`src/rtl/rhmm_pkg.sv`:
```
// Package with the item types, control struct and shared codes of the motor mixer.
package rhmm_pkg;

   // Default number of fraction bits in the ramp values.
   localparam int FRACTION_BITS_DEF = 8;

   // Fixed field widths.
   localparam int CMD_W  = 16;
   localparam int RAMP_W = 18;
   localparam int SUM_W  = 31;
   localparam int STEP_W = 15;
   localparam int TRIM_W = 9;

   // Drive kinds.
   localparam logic [1:0] KIND_DIFF  = 2'd0;
   localparam logic [1:0] KIND_OMNI  = 2'd1;
   localparam logic [1:0] KIND_MECAN = 2'd2;

   // Motor direction codes.
   localparam logic [1:0] DIR_OFF = 2'd0;
   localparam logic [1:0] DIR_FWD = 2'd1;
   localparam logic [1:0] DIR_REV = 2'd2;

   // Register indexes.
   localparam logic [1:0] CSR_DRIVE_KIND = 2'd0;
   localparam logic [1:0] CSR_SIDE_TRIM  = 2'd1;
   localparam logic [1:0] CSR_RAMP_STEP  = 2'd2;

   typedef struct packed {
      logic              mode;
      logic signed [15:0] strafe_cmd;
      logic signed [15:0] forward_cmd;
      logic signed [15:0] turn_cmd;
   } req_type;

   typedef struct packed {
      logic [7:0] motor1_duty;
      logic [1:0] motor1_dir;
      logic [7:0] motor2_duty;
      logic [1:0] motor2_dir;
      logic [7:0] motor3_duty;
      logic [1:0] motor3_dir;
      logic [7:0] motor4_duty;
      logic [1:0] motor4_dir;
   } rsp_type;

   // Commands from the controller to the datapath, one per step.
   typedef struct packed {
      logic capture;
      logic ramp;
      logic mix;
      logic scale;
      logic emit;
   } cmd_type;

endpackage

```
`src/rtl/rhmm_ctrl.sv`:
```
// Controller state machine that steps one item through the mixer datapath.
module rhmm_ctrl (
   input  logic             clock,
   input  logic             reset,
   input  logic             req_valid,
   output logic             req_ready,
   output logic             rsp_valid,
   input  logic             rsp_ready,
   output rhmm_pkg::cmd_type cmd
);
   import rhmm_pkg::*;

   typedef enum logic [2:0] {
      ST_IDLE,
      ST_RAMP,
      ST_MIX,
      ST_SCALE,
      ST_HOLD
   } state_type;

   state_type state_ff, state_in;
   logic      rsp_valid_ff, rsp_valid_in;
   logic      out_free;

   // The output register is free when empty or being taken this cycle.
   assign out_free = !rsp_valid_ff || rsp_ready;

   // Next state and commands.
   always_comb begin
      state_in     = state_ff;
      cmd          = '0;
      rsp_valid_in = rsp_valid_ff && !rsp_ready;
      case (state_ff)
         ST_IDLE: begin
            if (req_valid) begin
               cmd.capture = 1'b1;
               state_in    = ST_RAMP;
            end
         end
         ST_RAMP: begin
            cmd.ramp = 1'b1;
            state_in = ST_MIX;
         end
         ST_MIX: begin
            cmd.mix  = 1'b1;
            state_in = ST_SCALE;
         end
         ST_SCALE: begin
            cmd.scale = 1'b1;
            state_in  = ST_HOLD;
         end
         ST_HOLD: begin
            if (out_free) begin
               cmd.emit     = 1'b1;
               rsp_valid_in = 1'b1;
               state_in     = ST_IDLE;
            end
         end
         default: begin
            state_in = ST_IDLE;
         end
      endcase
   end

   // State and registered handshake outputs.
   always_ff @(posedge clock) begin
      if (reset) begin
         state_ff     <= ST_IDLE;
         rsp_valid_ff <= 1'b0;
      end else begin
         state_ff     <= state_in;
         rsp_valid_ff <= rsp_valid_in;
      end
   end

   assign req_ready = (state_ff == ST_IDLE);
   assign rsp_valid = rsp_valid_ff;

endmodule

```
`src/rtl/rhmm_datapath.sv`:
```
// Datapath of the motor mixer: registers, ramps, mixing, scaling and duty mapping.
module rhmm_datapath #(
   parameter int FRACTION_BITS = rhmm_pkg::FRACTION_BITS_DEF
) (
   input  logic              clock,
   input  logic              reset,
   input  rhmm_pkg::cmd_type  cmd,
   input  rhmm_pkg::req_type  req_data,
   input  logic              csr_valid,
   input  logic [1:0]        csr_index,
   input  logic [14:0]       csr_data,
   output rhmm_pkg::rsp_type  rsp_data
);
   import rhmm_pkg::*;

   localparam int CMD_FRAC = 14;
   localparam logic [1:0] DIV_ONE  = 2'd0;
   localparam logic [1:0] DIV_200  = 2'd1;
   localparam logic [1:0] DIV_1000 = 2'd2;

   // Clamp to plus or minus one and scale to percent with fraction bits.
   function automatic logic signed [23:0] target_of(input logic signed [15:0] c);
      logic signed [15:0] cc;
      logic [14:0]        m;
      logic [20:0]        p;
      logic [23:0]        t;
      if (c > 16'sd16384)       cc = 16'sd16384;
      else if (c < -16'sd16384) cc = -16'sd16384;
      else                      cc = c;
      m = (cc < 0) ? 15'(-cc) : 15'(cc);
      p = 21'(m) * 21'd100;
      t = 24'(p >> (CMD_FRAC - FRACTION_BITS));
      return (cc < 0) ? -$signed(t) : $signed(t);
   endfunction

   // One ramp step towards the target, saturated to the ramp width.
   function automatic logic signed [17:0] ramp_next(input logic signed [17:0] cur,
                                                     input logic signed [23:0] tgt,
                                                     input logic [14:0] step);
      logic signed [23:0] v;
      v = 24'(cur);
      if (v < tgt)      v = v + $signed({9'b0, step});
      else if (v > tgt) v = v - $signed({9'b0, step});
      if (v > 24'sd131071)       v = 24'sd131071;
      else if (v < -24'sd131072) v = -24'sd131072;
      return v[17:0];
   endfunction

   // Truncate toward zero to whole percent, divide by the lane's divisor and clamp; returns sign and magnitude.
   function automatic logic [7:0] scale_lane(input logic signed [30:0] s,
                                             input logic [1:0] div);
      logic [30:0] mag;
      logic [30:0] t;
      logic [16:0] tc;
      logic [34:0] prod;
      logic [30:0] q;
      mag  = (s < 0) ? 31'(-s) : 31'(s);
      t    = mag >> FRACTION_BITS;
      tc   = '0;
      prod = '0;
      case (div)
         DIV_200: begin
            tc   = (t > 31'd20200) ? 17'd20200 : t[16:0];
            prod = 35'(tc) * 35'd5243;
            q    = 31'(prod >> 20);
         end
         DIV_1000: begin
            tc   = (t > 31'd101000) ? 17'd101000 : t[16:0];
            prod = 35'(tc) * 35'd134218;
            q    = 31'(prod >> 27);
         end
         default: begin
            q = t;
         end
      endcase
      if (q > 31'd100) q = 31'd100;
      return {(s < 0), q[6:0]};
   endfunction

   // Duty |s|*255/100 by reciprocal multiplication, exact for 0 to 100.
   function automatic logic [7:0] duty_of(input logic [6:0] m);
      logic [28:0] p;
      p = 29'(m) * 29'd2673930;
      return p[27:20];
   endfunction

   function automatic logic [1:0] dir_of(input logic [6:0] m, input logic neg);
      if (m == 7'd0) return DIR_OFF;
      return neg ? DIR_REV : DIR_FWD;
   endfunction

   logic [1:0]               drive_kind_ff;
   logic signed [TRIM_W-1:0] side_trim_ff;
   logic [STEP_W-1:0]        ramp_step_ff;

   req_type                  req_ff;
   logic signed [RAMP_W-1:0] ramp_x_ff, ramp_y_ff, ramp_w_ff;
   logic signed [RAMP_W-1:0] ramp_x_in, ramp_y_in, ramp_w_in;
   logic                     stop_ff;
   logic signed [SUM_W-1:0]  sum_ff [4];
   logic signed [SUM_W-1:0]  sum_in [4];
   logic [6:0]               mag_ff [4];
   logic                     neg_ff [4];
   logic [7:0]               lane_res [4];
   logic [1:0]               lane_div [4];
   rsp_type                  rsp_ff, rsp_in;
   logic [8:0]               trim_abs;
   logic [7:0]               trim_d, lf, rf;
   logic signed [SUM_W-1:0]  xs, ys, ws;

   // Configuration registers.
   always_ff @(posedge clock) begin
      if (reset) begin
         drive_kind_ff <= KIND_DIFF;
         side_trim_ff  <= '0;
         ramp_step_ff  <= 15'd1280;
      end else if (csr_valid) begin
         case (csr_index)
            CSR_DRIVE_KIND: drive_kind_ff <= csr_data[1:0];
            CSR_SIDE_TRIM:  side_trim_ff  <= csr_data[8:0];
            CSR_RAMP_STEP:  ramp_step_ff  <= csr_data;
            default: begin
            end
         endcase
      end
   end

   // Ramp update; a stop clears the ramps, differential drive drops x.
   always_comb begin
      ramp_x_in = ramp_next(ramp_x_ff, target_of(req_ff.strafe_cmd), ramp_step_ff);
      ramp_y_in = ramp_next(ramp_y_ff, target_of(req_ff.forward_cmd), ramp_step_ff);
      ramp_w_in = ramp_next(ramp_w_ff, target_of(req_ff.turn_cmd), ramp_step_ff);
      if (drive_kind_ff == KIND_DIFF) ramp_x_in = '0;
      if (req_ff.mode) begin
         ramp_x_in = '0;
         ramp_y_in = '0;
         ramp_w_in = '0;
      end
   end

   always_ff @(posedge clock) begin
      if (reset) begin
         ramp_x_ff <= '0;
         ramp_y_ff <= '0;
         ramp_w_ff <= '0;
      end else if (cmd.ramp) begin
         ramp_x_ff <= ramp_x_in;
         ramp_y_ff <= ramp_y_in;
         ramp_w_ff <= ramp_w_in;
      end
   end

   // Side factors for differential drive.
   assign trim_abs = side_trim_ff[8] ? 9'(-side_trim_ff) : 9'(side_trim_ff);
   assign trim_d   = (trim_abs > 9'd200) ? 8'd200 : trim_abs[7:0];
   assign lf       = (!side_trim_ff[8] && side_trim_ff != '0) ? 8'(8'd200 - trim_d) : 8'd200;
   assign rf       = side_trim_ff[8] ? 8'(8'd200 - trim_d) : 8'd200;

   assign xs = SUM_W'(ramp_x_ff);
   assign ys = SUM_W'(ramp_y_ff);
   assign ws = SUM_W'(ramp_w_ff);

   // Mixing for the selected drive kind.
   always_comb begin
      for (int i = 0; i < 4; i++) sum_in[i] = '0;
      case (drive_kind_ff)
         KIND_DIFF: begin
            sum_in[0] = (ys - ws) * $signed({23'b0, lf});
            sum_in[1] = (ys + ws) * $signed({23'b0, rf});
            sum_in[2] = sum_in[0];
            sum_in[3] = sum_in[1];
         end
         KIND_OMNI: begin
            sum_in[0] = ys + ws;
            sum_in[1] = -31'sd500 * ys + 31'sd866 * xs + 31'sd1000 * ws;
            sum_in[2] = -31'sd500 * ys - 31'sd866 * xs + 31'sd1000 * ws;
         end
         KIND_MECAN: begin
            sum_in[0] = ys + xs + ws;
            sum_in[1] = ys - xs - ws;
            sum_in[2] = ys - xs + ws;
            sum_in[3] = ys + xs - ws;
         end
         default: begin
         end
      endcase
   end

   // Divisor class and scaled result of each lane.
   always_comb begin
      for (int i = 0; i < 4; i++) lane_div[i] = DIV_ONE;
      case (drive_kind_ff)
         KIND_DIFF: begin
            for (int i = 0; i < 4; i++) lane_div[i] = DIV_200;
         end
         KIND_OMNI: begin
            lane_div[1] = DIV_1000;
            lane_div[2] = DIV_1000;
         end
         default: begin
         end
      endcase
      for (int i = 0; i < 4; i++) lane_res[i] = scale_lane(sum_ff[i], lane_div[i]);
   end

   // Item capture, mix, scale and output registers.
   always_ff @(posedge clock) begin
      if (cmd.capture) begin
         req_ff  <= req_data;
      end
      if (cmd.ramp) begin
         stop_ff <= req_ff.mode;
      end
      if (cmd.mix) begin
         for (int i = 0; i < 4; i++) sum_ff[i] <= sum_in[i];
      end
      if (cmd.scale) begin
         for (int i = 0; i < 4; i++) begin
            mag_ff[i] <= stop_ff ? 7'd0 : lane_res[i][6:0];
            neg_ff[i] <= lane_res[i][7];
         end
      end
      if (cmd.emit) begin
         rsp_ff <= rsp_in;
      end
   end

   // Duty and direction of each motor.
   always_comb begin
      rsp_in.motor1_duty = duty_of(mag_ff[0]);
      rsp_in.motor1_dir  = dir_of(mag_ff[0], neg_ff[0]);
      rsp_in.motor2_duty = duty_of(mag_ff[1]);
      rsp_in.motor2_dir  = dir_of(mag_ff[1], neg_ff[1]);
      rsp_in.motor3_duty = duty_of(mag_ff[2]);
      rsp_in.motor3_dir  = dir_of(mag_ff[2], neg_ff[2]);
      rsp_in.motor4_duty = duty_of(mag_ff[3]);
      rsp_in.motor4_dir  = dir_of(mag_ff[3], neg_ff[3]);
   end

   assign rsp_data = rsp_ff;

endmodule

```
`src/rtl/ramped_holonomic_motor_mixer.sv`:
```
// Top level of the ramped holonomic motor mixer.
//
//  Channel  Direction  Handshake              Payload
//  req      in         req_valid/req_ready    req_data: mode and three axis commands
//  rsp      out        rsp_valid/rsp_ready    rsp_data: duty and direction of four motors
//  csr      in         csr_valid/csr_ready    csr_index, csr_data
//
// Each item passes through capture, ramp update, mixing multiply and scaling multiply
// before its result is loaded into the output register.
// A new item is accepted in the cycle after the result is loaded, while it still waits.
// Reset is synchronous and clears the ramps, the configuration registers and the handshake state.
// A stalled result holds the controller in its last step until the output is free.
module ramped_holonomic_motor_mixer #(
   parameter int FRACTION_BITS = rhmm_pkg::FRACTION_BITS_DEF
) (
   input  logic             clock,
   input  logic             reset,
   input  logic             req_valid,
   output logic             req_ready,
   input  rhmm_pkg::req_type req_data,
   output logic             rsp_valid,
   input  logic             rsp_ready,
   output rhmm_pkg::rsp_type rsp_data,
   input  logic             csr_valid,
   output logic             csr_ready,
   input  logic [1:0]       csr_index,
   input  logic [14:0]      csr_data
);
   import rhmm_pkg::*;

   cmd_type cmd;

   // Register writes are always taken.
   assign csr_ready = 1'b1;

   rhmm_ctrl u_ctrl (
      .clock     (clock),
      .reset     (reset),
      .req_valid (req_valid),
      .req_ready (req_ready),
      .rsp_valid (rsp_valid),
      .rsp_ready (rsp_ready),
      .cmd       (cmd)
   );

   rhmm_datapath #(
      .FRACTION_BITS (FRACTION_BITS)
   ) u_datapath (
      .clock     (clock),
      .reset     (reset),
      .cmd       (cmd),
      .req_data  (req_data),
      .csr_valid (csr_valid && csr_ready),
      .csr_index (csr_index),
      .csr_data  (csr_data),
      .rsp_data  (rsp_data)
   );

endmodule

```
`config.mk`:
```
export PLATFORM = sky130hd
export DESIGN_NAME = ramped_holonomic_motor_mixer
export DESIGN_NICKNAME = d
export VERILOG_FILES = /design/src/rtl/rhmm_pkg.sv /design/src/rtl/rhmm_ctrl.sv /design/src/rtl/rhmm_datapath.sv /design/src/rtl/ramped_holonomic_motor_mixer.sv
export SDC_FILE = /design/constraint.sdc
export NUM_CORES = 2
export LEC_CHECK = 0
export ABC_CLOCK_PERIOD_IN_PS = 27700
export BUFFER_PORTS_ARGS = -buffer_cell sky130_fd_sc_hd__buf_2
export CAP_MARGIN = 25
export CORE_UTILIZATION = 46
export CTS_CLUSTER_SIZE = 8
export DETAILED_ROUTE_END_ITERATION = 16
export PLACE_DENSITY = 0.73
export SYNTH_ARGS = -nofsm -noshare
export SYNTH_HDL_FRONTEND = slang
export SYNTH_SLANG_ARGS = --single-unit
```
`constraint.sdc`:
```
create_clock -name clock -period 27.7 [get_ports clock]
set_clock_uncertainty 0.05 [all_clocks]
set_input_delay 2.77 -clock clock [delete_from_list [all_inputs] [get_ports clock]]
set_output_delay 2.77 -clock clock [all_outputs]
set_load 0.1 [all_outputs]
```
==> flow_summary.json <==
{
  "clock-sinks": 330,
  "clock_path_buffers": 3,
  "ys_ff_latch": 330,
  "port_buffers": 112,
  "critPathKind": "reg -> reg",
  "nNetsFinal": 13060,
  "fin_setup_tns_ns": 0,
  "layout-drive-gt1-share": 0.04144,
  "async_reset_ff_frac": 0,
  "core-area_um2": 188400,
  "cap_violations": 0,
  "hold_path_depth": 2,
  "final_area_um2": 92980,
  "overflow": 0,
  "hpwl_um": 210400,
  "maxSlewHeadroom": 0.2796,
  "slowest_delay_ns": 0.77,
  "synthCells": 10160,
  "fp.dieW_um": 438.4,
  "synth_top_area_frac": 0.2568,
  "synth_seq_area_share": 0.1035,
  "cp_slowest_cell": "nor2_1",
  "hold_viol": 0,
  "die_area_um2": 192200,
  "r2r_cells": 44,
  "synth-edff-count": 246,
  "yosysMostFrequentCell": "inv_1",
  "worstReg2RegEnd": "u_datapath.ramp_y_ff[7]",
  "routabilityCongestion": 0.9875,
  "cts_max_level": 2,
  "postRouteAntennaNets": 0,
  "worstMarginPinSlew_ns": 1.078,
  "postCtsSetupBuffers": 0,
  "grt_max_degree": 87,
  "critPathLaunchType": "flip-flop",
  "synth_ff_type": "edfxtp_1",
  "clk_pin_slew_ns": 0.06,
  "ys_warn_count": 0,
  "reg2reg_setup_slack_ns": 16.19,
  "hold_start": "u_datapath.side_trim_ff[1]",
  "first_global_vias": 74150,
  "postSynthAreaPerCell_um2": 8.626,
  "drt-initial-drc-count": 4811,
  "fin_crit_sh": 0.4156,
  "area_delta_synth_final_pct": 6.145,
  "io_pins": 114,
  "status": "finished clean",
  "viasPerCell": 5.606,
  "synth.distinct_cells": 100,
  "cp-end-kind": "flip-flop",
  "crit_fanout": 32,
  "die_h_um": 438.4,
  "cts-buffers-inserted": 50,
  "grt_pass1_wl_um": 394600,
  "drtPass1Iterations": 7,
  "cts_resized": 0,
  "slew_viol_final": 0,
  "syn_area_um2": 87590,
  "ctsHoldBuffers": 0,
  "cts_tree": "built",
  "finalSetupViolCount": 0,
  "dpl_cell_area_um2": 91490,
  "min_period_ns": 11.51,
  "antenna_found_initial": 3,
  "rows": 159,
  "grt_use_total": 0.2573,
  "worstPathArrival_ns": 12.02,
  "timing.rr.start": "u_datapath.req_ff[22]",
  "vias": 71630,
  "wl_per_cell_um": 19.39,
  "fmax_mhz": 86.86,
  "cp_data_required_time_ns": 28.20,
  "holdPathEnd": "u_datapath.side_trim_ff[1]",
  "synthTopCellsByArea": "ha_1, fa_1, inv_1",
  "drc": 0,
  "start_util": 0.4649,
  "wirelength_um": 247800,
  "yosysTopAreaCell": "ha_1",
  "synth_common_cells": "inv_1, ha_1, fa_1",
  "hp-class": "reg -> reg",
  "insertion_delay_ns": 0.67,
  "grt_setup_unrepaired": "false",
  "cts_root_buf": "clkbuf_16"
}
## state kept, by name, summed over array words and instances, names as in the netlist
signal / cells
u_datapath.side_trim_ff: 9
u_datapath.neg_ff: 4
u_datapath.ramp_w_ff: 18
u_datapath.sum_ff: 124
u_datapath.mag_ff: 28
u_ctrl.state_ff: 3
u_datapath.ramp_x_ff: 18
u_datapath.rsp_data: 40
u_datapath.ramp_y_ff: 18
u_datapath.ramp_step_ff: 15
u_datapath.stop_ff: 1
u_datapath.drive_kind_ff: 2
u_datapath.req_ff: 49
u_ctrl.rsp_valid: 1
## how the worst max path moves through the flow
stage / from / to / slack, ns / cells after the start
CTS: u_datapath.req_ff[22] / u_datapath.ramp_y_ff[7] / 15.73 / 44
detailed placement: u_datapath.req_ff[22] / u_datapath.ramp_y_ff[2] / 15.79 / 44
global placement: u_datapath.req_ff[22] / u_datapath.ramp_y_ff[16] / 15.97 / 45
floorplan: u_datapath.req_ff[7] / u_datapath.ramp_w_ff[14] / 17.33 / 45
global route: u_datapath.req_ff[22] / u_datapath.ramp_y_ff[7] / 15.24 / 44
finish: u_datapath.req_ff[22] / u_datapath.ramp_y_ff[7] / 16.19 / 44
## routing by layer
metal	vias to the layer above	wire length (um)	global-route usage
li1	34110	-	-
met1	34670	100300	0.3096
met2	2259	118000	0.4468
met3	591	14990	0.03595
met4	2	14430	0.1296
met5	-	13	0
## critical path: cells and delay by family (launching register included)
kind                     cells  cell delay, ns
XOR/XNOR                     2            0.64
AO/OA/AOI/OAI               19            4.52
multiplexers                 2            0.52
AND/OR/NAND/NOR             13            2.95
flip-flops                   1            0.43
buffers and inverters        4            0.81
adder cells (fa/ha/maj)      4            1.42
## kinds of logic after synthesis
kind of cell | count (synthesis) | share of synthesized area
AO/OA/AOI/OAI | 1880 | 0.1412
XOR/XNOR | 535 | 0.05349
adder cells (fa/ha/maj) | 2733 | 0.4705
buffers and inverters | 2263 | 0.09709
flip-flops | 330 | 0.1035
multiplexers | 47 | 0.005457
other | 2 | 0.00008574
AND/OR/NAND/NOR | 2365 | 0.1286
## area by class of cell
type / count / area, um^2
Inverter: 2028 / 7612
Antenna cell: 1 / 2.502
Sequential cell: 330 / 9076
Clock buffer: 71 / 1383
Fill cell: 17500 / 95420
Multi-Input combinational cell: 7625 / 70350
Tap cell: 2495 / 3122
Timing Repair Buffer: 220 / 1370
Clock inverter: 6 / 56.30
## metrics by stage
stage            util  std cells  hold slack [ns]  setup slack [ns]
2_1_floorplan       -      10220           0.3744             17.33
3_3_place_gp   0.4854      12690           0.4755             15.97
3_5_place_dp   0.4856      12690           0.4940             15.79
6_report       0.4935      12780           0.5040             16.19
4_1_cts        0.4933      12770           0.5102             15.73
5_1_grt        0.4935      12780           0.5304             15.24
## cells in the final DEF (no fill, tap or decap), types with 186 or more instances in the layout
master,instances
nor3_1,186
inv_1,2027
o21ai_0,374
ha_1,1798
fa_1,935
xnor2_1,313
nor2_1,694
xor2_1,222
a21oi_1,472
nand2_1,646
edfxtp_1,246
Power is not shown: default switching activity piles up to over one toggle a cycle in this logic, so the estimate is an artifact.
